[config.mk]
export PLATFORM = sky130hd
export DESIGN_NAME = positional_list_engine_top
export DESIGN_NICKNAME = d
export VERILOG_FILES = /design/src/design/ple_pkg.sv /design/src/design/ple_ram.sv /design/src/design/ple_ctrl.sv /design/src/design/positional_list_engine_top.sv
export VERILOG_INCLUDE_DIRS = /design/src /design/src/design
export SDC_FILE = /design/constraint.sdc
export NUM_CORES = 2
export LEC_CHECK = 0
export BUFFER_PORTS_ARGS = -buffer_cell sky130_fd_sc_hd__buf_2
export CAP_MARGIN = 20
export CORE_ASPECT_RATIO = 0.7
export CORE_UTILIZATION = 52
export CTS_CLUSTER_DIAMETER = 100
export CTS_CLUSTER_SIZE = 12
export DETAILED_ROUTE_END_ITERATION = 12
export PLACE_DENSITY = 0.77
export SLEW_MARGIN = 20
export SYNTH_ARGS = -nofsm -noshare
export SYNTH_HDL_FRONTEND = slang
export SYNTH_SLANG_ARGS = --single-unit
[constraint.sdc]
create_clock -name clk -period 5.54 [get_ports clk]
set_input_delay 0.277 -clock clk [delete_from_list [all_inputs] [get_ports clk]]
set_output_delay 0.277 -clock clk [all_outputs]
set_load 0.01 [all_outputs]
[src/design/positional_list_engine_top_assert.svh]
// Assertion macros for the positional list engine top level.
`ifndef POSITIONAL_LIST_ENGINE_TOP_ASSERT_SVH
`define POSITIONAL_LIST_ENGINE_TOP_ASSERT_SVH

// Same-cycle implication, sampled on clk, off during reset.
`define PLE_ASSERT_IMP(lbl, ante, cons, msg) \
  lbl: assert property (@(posedge clk) disable iff (!rst_n) (ante) |-> (cons)) \
    else $error(msg);

// Next-cycle implication, sampled on clk, off during reset.
`define PLE_ASSERT_NXT(lbl, ante, cons, msg) \
  lbl: assert property (@(posedge clk) disable iff (!rst_n) (ante) |=> (cons)) \
    else $error(msg);

`endif

[src/design/ple_pkg.sv]
// Shared types and constants for the positional list engine.
package ple_pkg;

  localparam int unsigned PLE_CAPACITY = 64;
  localparam int unsigned PLE_OP_W     = 3;
  localparam int unsigned PLE_POS_W    = 7;
  localparam int unsigned PLE_DATA_W   = 32;
  localparam int unsigned PLE_STATUS_W = 2;
  localparam int unsigned PLE_FIDX_W   = 6;
  localparam int unsigned PLE_COUNT_W  = 7;

  typedef enum logic [PLE_OP_W-1:0] {
    OP_APPEND = 3'd0,
    OP_INSERT = 3'd1,
    OP_READ   = 3'd2,
    OP_REMOVE = 3'd3,
    OP_FIND   = 3'd4,
    OP_CLEAR  = 3'd5
  } ple_op_t;

  typedef enum logic [PLE_STATUS_W-1:0] {
    ST_OK       = 2'd0,
    ST_BADPOS   = 2'd1,
    ST_FULL     = 2'd2,
    ST_NOTFOUND = 2'd3
  } ple_status_t;

  typedef enum logic [2:0] {
    S_IDLE,
    S_DECODE,
    S_READ_WAIT,
    S_INS_STEP,
    S_INS_MOVE,
    S_RM_STEP,
    S_RM_MOVE,
    S_FIND
  } ple_state_t;

  typedef struct packed {
    logic [PLE_OP_W-1:0]          operation;
    logic [PLE_POS_W-1:0]         position;
    logic signed [PLE_DATA_W-1:0] value;
  } ple_in_t;

  typedef struct packed {
    logic [PLE_STATUS_W-1:0]      status;
    logic signed [PLE_DATA_W-1:0] read_value;
    logic [PLE_FIDX_W-1:0]        found_index;
    logic [PLE_COUNT_W-1:0]       element_count;
  } ple_out_t;

endpackage

[src/design/ple_ram.sv]
// Generic simple dual-port RAM, one write port, one registered read port.
module ple_ram #(
  parameter int unsigned WIDTH = 32,
  parameter int unsigned DEPTH = 64,
  localparam int unsigned AW = $clog2(DEPTH)
) (
  input  logic             clk,
  input  logic             we,
  input  logic [AW-1:0]    waddr,
  input  logic [WIDTH-1:0] wdata,
  input  logic             re,
  input  logic [AW-1:0]    raddr,
  output logic [WIDTH-1:0] rdata
);

  logic [WIDTH-1:0] mem [DEPTH];
  logic [WIDTH-1:0] rdata_r;

  always_ff @(posedge clk) begin
    if (we) begin
      mem[waddr] <= wdata;
    end
    if (re) begin
      rdata_r <= mem[raddr];
    end
  end

  assign rdata = rdata_r;

endmodule

[src/design/ple_ctrl.sv]
// Request sequencer: decodes items and walks the element RAM to shift or search.
module ple_ctrl import ple_pkg::*; #(
  parameter int unsigned CAPACITY = PLE_CAPACITY,
  localparam int unsigned AW = $clog2(CAPACITY),
  localparam int unsigned CW = $clog2(CAPACITY + 1)
) (
  input  logic                  clk,
  input  logic                  rst_n,
  input  logic                  start,
  output logic                  busy,
  input  ple_in_t               in_data,
  output logic                  out_valid,
  output ple_out_t              out_data,
  output logic                  ram_we,
  output logic [AW-1:0]         ram_waddr,
  output logic [PLE_DATA_W-1:0] ram_wdata,
  output logic                  ram_re,
  output logic [AW-1:0]         ram_raddr,
  input  logic [PLE_DATA_W-1:0] ram_rdata
);

  ple_state_t state_r, state_nxt;

  logic [PLE_OP_W-1:0]   op_r, op_nxt;
  logic [PLE_POS_W-1:0]  pos_r, pos_nxt;
  logic [PLE_DATA_W-1:0] val_r, val_nxt;
  logic [CW-1:0]         cnt_r, cnt_nxt;
  logic [CW-1:0]         idx_r, idx_nxt;
  logic [CW-1:0]         tgt_r, tgt_nxt;
  logic                  chk_vld_r, chk_vld_nxt;
  logic [AW-1:0]         chk_idx_r, chk_idx_nxt;
  logic                  out_valid_r, out_valid_nxt;
  ple_out_t              out_r, out_nxt;

  logic                  pos_gt, pos_ge, full, ins_done, rm_last, hit, more;
  logic                  fin;
  ple_status_t           fin_status;
  logic [PLE_DATA_W-1:0] fin_rd;
  logic [PLE_FIDX_W-1:0] fin_fidx;

  // Decision terms shared by the next-state and datapath blocks
  always_comb begin
    pos_gt   = pos_r > PLE_POS_W'(cnt_r);
    pos_ge   = pos_r >= PLE_POS_W'(cnt_r);
    full     = cnt_r == CW'(CAPACITY);
    ins_done = idx_r == tgt_r;
    rm_last  = (idx_r + CW'(1)) == cnt_r;
    hit      = chk_vld_r && (ram_rdata == val_r);
    more     = idx_r < cnt_r;
  end

  always_comb begin
    state_nxt = state_r;
    case (state_r)
      S_IDLE: begin
        if (start) state_nxt = S_DECODE;
      end
      S_DECODE: begin
        case (op_r)
          OP_APPEND: state_nxt = full ? S_IDLE : S_INS_STEP;
          OP_INSERT: state_nxt = (pos_gt || full) ? S_IDLE : S_INS_STEP;
          OP_READ:   state_nxt = pos_ge ? S_IDLE : S_READ_WAIT;
          OP_REMOVE: state_nxt = pos_ge ? S_IDLE : S_RM_STEP;
          OP_FIND:   state_nxt = S_FIND;
          default:   state_nxt = S_IDLE;
        endcase
      end
      S_READ_WAIT: state_nxt = S_IDLE;
      S_INS_STEP:  state_nxt = ins_done ? S_IDLE : S_INS_MOVE;
      S_INS_MOVE:  state_nxt = S_INS_STEP;
      S_RM_STEP:   state_nxt = rm_last ? S_IDLE : S_RM_MOVE;
      S_RM_MOVE:   state_nxt = S_RM_STEP;
      S_FIND:      state_nxt = (hit || !more) ? S_IDLE : S_FIND;
      default:     state_nxt = S_IDLE;
    endcase
  end

  always_comb begin
    op_nxt      = op_r;
    pos_nxt     = pos_r;
    val_nxt     = val_r;
    cnt_nxt     = cnt_r;
    idx_nxt     = idx_r;
    tgt_nxt     = tgt_r;
    chk_vld_nxt = 1'b0;
    chk_idx_nxt = chk_idx_r;
    ram_we      = 1'b0;
    ram_waddr   = AW'(idx_r);
    ram_wdata   = ram_rdata;
    ram_re      = 1'b0;
    ram_raddr   = AW'(idx_r);
    fin         = 1'b0;
    fin_status  = ST_OK;
    fin_rd      = '0;
    fin_fidx    = '0;

    case (state_r)
      S_IDLE: begin
        if (start) begin
          op_nxt  = in_data.operation;
          pos_nxt = in_data.position;
          val_nxt = in_data.value;
        end
      end
      S_DECODE: begin
        case (op_r)
          OP_APPEND: begin
            if (full) begin
              fin        = 1'b1;
              fin_status = ST_FULL;
            end else begin
              idx_nxt = cnt_r;
              tgt_nxt = cnt_r;
            end
          end
          OP_INSERT: begin
            // bad position wins over full
            if (pos_gt) begin
              fin        = 1'b1;
              fin_status = ST_BADPOS;
            end else if (full) begin
              fin        = 1'b1;
              fin_status = ST_FULL;
            end else begin
              idx_nxt = cnt_r;
              tgt_nxt = CW'(pos_r);
            end
          end
          OP_READ: begin
            if (pos_ge) begin
              fin        = 1'b1;
              fin_status = ST_BADPOS;
            end else begin
              ram_re    = 1'b1;
              ram_raddr = AW'(pos_r);
            end
          end
          OP_REMOVE: begin
            if (pos_ge) begin
              fin        = 1'b1;
              fin_status = ST_BADPOS;
            end else begin
              idx_nxt = CW'(pos_r);
            end
          end
          OP_FIND: begin
            idx_nxt = '0;
          end
          OP_CLEAR: begin
            cnt_nxt = '0;
            fin     = 1'b1;
          end
          default: begin
            fin = 1'b1;
          end
        endcase
      end
      S_READ_WAIT: begin
        fin    = 1'b1;
        fin_rd = ram_rdata;
      end
      S_INS_STEP: begin
        // walk down from the tail; the new item lands once the gap reaches its slot
        if (ins_done) begin
          ram_we    = 1'b1;
          ram_wdata = val_r;
          cnt_nxt   = cnt_r + CW'(1);
          fin       = 1'b1;
        end else begin
          ram_re    = 1'b1;
          ram_raddr = AW'(idx_r - CW'(1));
        end
      end
      S_INS_MOVE: begin
        ram_we  = 1'b1;
        idx_nxt = idx_r - CW'(1);
      end
      S_RM_STEP: begin
        if (rm_last) begin
          cnt_nxt = cnt_r - CW'(1);
          fin     = 1'b1;
        end else begin
          ram_re    = 1'b1;
          ram_raddr = AW'(idx_r + CW'(1));
        end
      end
      S_RM_MOVE: begin
        ram_we  = 1'b1;
        idx_nxt = idx_r + CW'(1);
      end
      S_FIND: begin
        // one read issued per cycle, compared the cycle after
        if (hit) begin
          fin      = 1'b1;
          fin_fidx = PLE_FIDX_W'(chk_idx_r);
        end else if (more) begin
          ram_re      = 1'b1;
          chk_vld_nxt = 1'b1;
          chk_idx_nxt = AW'(idx_r);
          idx_nxt     = idx_r + CW'(1);
        end else begin
          fin        = 1'b1;
          fin_status = ST_NOTFOUND;
        end
      end
      default: begin
      end
    endcase

    out_valid_nxt = fin;
    out_nxt       = out_r;
    if (fin) begin
      out_nxt.status        = fin_status;
      out_nxt.read_value    = fin_rd;
      out_nxt.found_index   = fin_fidx;
      out_nxt.element_count = PLE_COUNT_W'(cnt_nxt);
    end
  end

  always_ff @(posedge clk) begin
    if (!rst_n) begin
      state_r     <= S_IDLE;
      cnt_r       <= '0;
      chk_vld_r   <= 1'b0;
      out_valid_r <= 1'b0;
    end else begin
      state_r     <= state_nxt;
      cnt_r       <= cnt_nxt;
      chk_vld_r   <= chk_vld_nxt;
      out_valid_r <= out_valid_nxt;
    end
  end

  always_ff @(posedge clk) begin
    op_r      <= op_nxt;
    pos_r     <= pos_nxt;
    val_r     <= val_nxt;
    idx_r     <= idx_nxt;
    tgt_r     <= tgt_nxt;
    chk_idx_r <= chk_idx_nxt;
    out_r     <= out_nxt;
  end

  assign busy      = state_r != S_IDLE;
  assign out_valid = out_valid_r;
  assign out_data  = out_r;

endmodule

[src/design/positional_list_engine_top.sv]
// Positional list engine top level: sequencer plus one element RAM.
// Clear, spare codes and errors finish in decode; append and read after one RAM access; insert
// and remove after shifting the elements from the position on; find after reading to a match or
// the tail. Each shifted element costs one RAM read and one write on the single RAM port pair.
// A new item is taken in the cycle the result strobe is up; the receiver cannot stall.
// Synchronous reset empties the list; RAM contents are not cleared.
`include "positional_list_engine_top_assert.svh"

module positional_list_engine_top import ple_pkg::*; #(
  parameter int unsigned CAPACITY = PLE_CAPACITY
) (
  input  logic     clk,
  input  logic     rst_n,
  input  logic     start,
  output logic     busy,
  input  ple_in_t  in_data,
  output logic     out_valid,
  output ple_out_t out_data
);

  localparam int unsigned AW = $clog2(CAPACITY);
  localparam logic [PLE_COUNT_W-1:0] CAP_COUNT = PLE_COUNT_W'(CAPACITY);

  logic                  ram_we;
  logic [AW-1:0]         ram_waddr;
  logic [PLE_DATA_W-1:0] ram_wdata;
  logic                  ram_re;
  logic [AW-1:0]         ram_raddr;
  logic [PLE_DATA_W-1:0] ram_rdata;
  logic [PLE_COUNT_W-1:0] res_count;
  logic                   res_full;

  ple_ctrl #(
    .CAPACITY (CAPACITY)
  ) u_ctrl (
    .clk       (clk),
    .rst_n     (rst_n),
    .start     (start),
    .busy      (busy),
    .in_data   (in_data),
    .out_valid (out_valid),
    .out_data  (out_data),
    .ram_we    (ram_we),
    .ram_waddr (ram_waddr),
    .ram_wdata (ram_wdata),
    .ram_re    (ram_re),
    .ram_raddr (ram_raddr),
    .ram_rdata (ram_rdata)
  );

  ple_ram #(
    .WIDTH (PLE_DATA_W),
    .DEPTH (CAPACITY)
  ) u_ram (
    .clk   (clk),
    .we    (ram_we),
    .waddr (ram_waddr),
    .wdata (ram_wdata),
    .re    (ram_re),
    .raddr (ram_raddr),
    .rdata (ram_rdata)
  );

  assign res_count = out_data.element_count;
  assign res_full  = out_valid && (out_data.status == ST_FULL);

  `PLE_ASSERT_NXT(a_accept_busy, start && !busy, busy, "accepted item did not raise busy")
  `PLE_ASSERT_IMP(a_result_idle, out_valid, !busy, "result strobe while sequencer busy")
  `PLE_ASSERT_IMP(a_count_range, out_valid, res_count <= CAP_COUNT, "count above capacity")
  `PLE_ASSERT_IMP(a_full_count, res_full, res_count == CAP_COUNT, "full status with room left")

endmodule
==> metrics.md <==
| Metric | Value |
|---|---|
| Status | complete, no violations |
| Final min period | 5.52 ns |
| First-pass GRT wire length | 384000 µm |
| WHS Endpoint | u_ctrl.val_r[29]$_DFFE_PP_ |
| WP data arrival | about 6.1 ns |
| Io pins | 94 |
| Core Util, Final | around three fifths |
| DRT iter0 DRCs | roughly 10000 |
| Die area | 0.172 mm² |
| Cell area after synthesis | about 0.089 mm² |
| Final hold vios | 0 |
| Worst Path Required | approximately 6 ns |
| Max IR drop VDD | 0.301 mV |
| Pwr dens | between 300 and 400 mW/mm² |
| R2R depth | 16 |
| Fin crit share | 99.6% |
| Setup violators final | 0 |
| DP Wirelength | 162000 µm |
| Slew @ Worst Pin | roughly 1.2 ns |
| Proportion of layout cells with a drive suffix above 1 | 15.8% |
| Clock transition at path regs | roughly 0.060 ns |
| Seq/Total Area, Yosys | 74.5% |
| TritonCTS Buffers | 201 |
| Nets | 5892 |
| Most frequent cells in the layout | edfxtp_1, mux2i_1, nand2_1 |
| Initial Util | a little over half |
| Rel. slew slack | 17.8% |
| Initial antenna violation count | 9 |
| Top_reg_cell synth | edfxtp_1 |
| Async SR Flop Fraction | 0% |
| Max_cap viols | 0 |
| Worst Setup End Kind | flip-flop |
| RePlAce Congestion | 0.935 |
| Cell area after layout | 0.101 mm² |
| Worst Hold Path Cells | 2 |
| Hold Crit Start | in_data[29] |
| Area Overhead vs Synth | 13.7% |
| Crit-path cells | clkinv_1 -> ha_1 -> nand4_1 -> nor2_1 -> a211oi_4 -> buf_4 -> a22oi_2 -> o311a_4 -> buf_12 -> buf_4 -> a2111oi_0 -> a2111oi_1 -> buf_4 -> a211oi_1 -> buf_4 -> a2111oi_2 |
| Reg2reg start | u_ctrl.cnt_r[4]$_SDFF_PN0_ |
| Drt total wl | 275000 µm |
| Sink Count | 2201 |
| RSZ-0062 raised after global routing | true |
| Mapped Nets | 5559 |
| Placed inst area | 0.0946 mm² |
| Most common cell after layout, fill and taps aside | edfxtp_1 |
| FMAX | 181 MHz |
| Critical path class | flip-flop to flip-flop |
| EDFF count, synth | 2189 |
| Reg-to-Reg End | u_ram.rdata[26]$_DFFE_PP_ |
| Critical Path Source Type | flip-flop |
| Worst skew pair latency | 0.85 ns |
| DRC violations left | 0 |
| GRT Util Overall | 31.2% |
| Grt total ovfl | 0 |
| Synthesis warning total | 0 |
| Worst reg-to-reg setup slack | 0.02 ns |
| Most frequent CP cell | buf_4 |
| Chip width | 495 µm |
| DRT Pass-1 Iters | 9 |
| Layout Cells excl Fill | 8106 |
| Wire length per cell | 34.0 µm |
| CP max FO | 31 |
| Filler instances | 12000 |
| Clock root buffer | clkbuf_16 |
| CTS HTree Levels | 4 |
| Max Buffers Root-to-Sink | 3 |
| Avg Inst Size Synth | between 15 and 20 µm² |
| Slew Viols, Final | 0 |
| Post-synthesis cell count | about 5500 |
| Vias in the first global route | 53400 |
| Hold crit path type | input pin to flip-flop |
| FF+latch count, synth | 2201 |
| Via-to-Cell Ratio | around 7.0 |
| Antenna viol nets, final | 0 |
| Netlist cell types | 75 |
| Height of the die | 347 µm |
| Routed vias | ~57000 |
| Fin Hold WS | 0.152 ns |
| Largest net degree at the start of global routing | 132 |
| CP max stage delay | 0.69 ns |
| Placed insts | 7812 |
| Static Leakage | 33.0 nW |
| Input/output buffers | between 90 and 100 |
| Clock skew | 0.0409 ns |
| Total core area | 0.169 mm² |
| TritonCTS clock tree | yes |
| Slowest library cell on the worst path | a22oi_2 |
| Cell Rows | 126 |
per-layer routing:
| metal | vias up | global-route usage (%) | part of all wire [%] |
|---|---|---|---|
| met5 | - | 0.896 | 0.12 |
| li1 | 22900 | - | - |
| met2 | 5011 | 42.7 | 41 |
| met4 | 8 | 11.5 | 4.0 |
| met3 | 651 | 12.0 | 18 |
| met1 | 28200 | 44.9 | 37 |
report_power, final:
group | internal [mW] | total (mW) | switching [mW]
logic | 1.23 | 3.66 | 2.43
clock network | 6.49 | 12.4 | 5.89
registers | 18.3 | 18.3 | 0.0695
cells in the mapped netlist, types with 11 or more instances:
| cell | n | area (µm²) |
|---|---|---|
| o21ai_0 | 26 | 130 |
| mux2_2 | 32 | 360 |
| dfxtp_1 | 12 | 240 |
| a2111oi_0 | 381 | 3340 |
| buf_2 | 116 | 581 |
| nor2_1 | 97 | 364 |
| xnor2_1 | 40 | 350 |
| nand4_1 | 41 | 257 |
| nand2_1 | 420 | 1580 |
| edfxtp_1 | 2189 | 65700 |
| o22ai_1 | 11 | 68.8 |
| mux2i_1 | 447 | 4470 |
| buf_4 | 42 | 315 |
| buf_6 | 13 | 146 |
| o221ai_1 | 137 | 1200 |
| nand3_1 | 180 | 901 |
| inv_1 | 15 | 56.3 |
| ha_1 | 19 | 238 |
| nor3_1 | 19 | 95.1 |
| a2111oi_2 | 31 | 465 |
| and3_1 | 394 | 2460 |
| clkbuf_1 | 264 | 991 |
| nand2b_1 | 13 | 81.3 |
| and2_1 | 55 | 344 |
| a211oi_1 | 297 | 2230 |
| a31oi_1 | 69 | 432 |
| a21oi_1 | 27 | 135 |
worst max-delay path, delay by kind of cell (launching register included):
family	cells	cell delay, ns
AOI/OAI and AO/OA	7	2.45
and+or+nand+nor	2	0.55
adders and majority gates	1	0.33
DFF	1	0.46
buffers and inverters	6	1.44
sequential cells by signal (all words and copies together) (netlist names):
register and count:
u_ctrl.pos_r 7, u_ctrl.tgt_r 7, u_ctrl.chk_vld_r 1, u_ram.mem 2048
u_ctrl.chk_idx_r 6, u_ctrl.op_r 3, u_ctrl.idx_r 7, u_ctrl.out_valid 1
u_ctrl.val_r 32, u_ctrl.cnt_r 7, u_ram.rdata 32, u_ctrl.out_data 47
u_ctrl.state_r 3
cells by family (layout without fill, tap and decap cells):
| family | after synthesis | in the layout | share of synthesized area [%] |
|---|---|---|---|
| buffers and inverters | 457 | 820 | 2.39 |
| multiplexers | 479 | 479 | 5.46 |
| AO/OA/AOI/OAI | 1035 | 1037 | 9.63 |
| adder cells (fa/ha/maj) | 19 | 19 | 0.269 |
| AND/OR/NAND/NOR | 1254 | 1254 | 7.19 |
| XOR/XNOR | 50 | 50 | 0.527 |
| flip-flops | 2201 | 2201 | 74.5 |
| other | 0 | 6 | 0 |
what timing repair did:
action,in CTS,in global routing
cloned,0,2
hold buffers,44,0
pin swaps,0,5
buffers inserted,0,6
endpoints found under the hold margin,54,0
endpoints found under the setup margin,1,12
gates resized for setup,1,20
worst max-delay path by stage:
stage / startpoint / to / slack, ns / cells after the start
2_1_floorplan: u_ctrl.idx_r[0]$_DFFE_PP_ / u_ram.mem[31][0]$_DFFE_PP_ / 1.19 / 7
3_3_place_gp: u_ctrl.cnt_r[1]$_SDFF_PN0_ / u_ram.rdata[2]$_DFFE_PP_ / 0.12 / 14
3_5_place_dp: u_ctrl.cnt_r[1]$_SDFF_PN0_ / u_ram.rdata[2]$_DFFE_PP_ / -0.09 / 14
4_1_cts: u_ctrl.idx_r[0]$_DFFE_PP_ / u_ram.rdata[30]$_DFFE_PP_ / 0.02 / 16
5_1_grt: u_ctrl.cnt_r[1]$_SDFF_PN0_ / u_ram.rdata[26]$_DFFE_PP_ / -0.02 / 16
6_report: u_ctrl.cnt_r[4]$_SDFF_PN0_ / u_ram.rdata[26]$_DFFE_PP_ / 0.02 / 16
cell type report:
cell class	instances	area, µm²	share of cell area (%)
Timing Repair Buffer	568	5110	5.08
Inverter	17	63.8	0.0634
Tap cell	2240	2800	2.79
Multi-Input combinational cell	2839	21200	21.1
Clock inverter	16	298	0.296
Sequential cell	2201	66000	65.6
Antenna cell	6	15.0	0.0149
Clock buffer	219	5100	5.07
stage by stage:
step                power [mW]  worst slack, ns  TNS (ns)
floorplan                 20.5             1.19         0
global placement          22.1            0.116         0
detailed placement        22.1          -0.0883   -0.0883
CTS                       34.2           0.0221         0
global route              35.0          -0.0190   -0.0242
finish                    34.4           0.0216         0
Power figures use the tool's default switching activity.
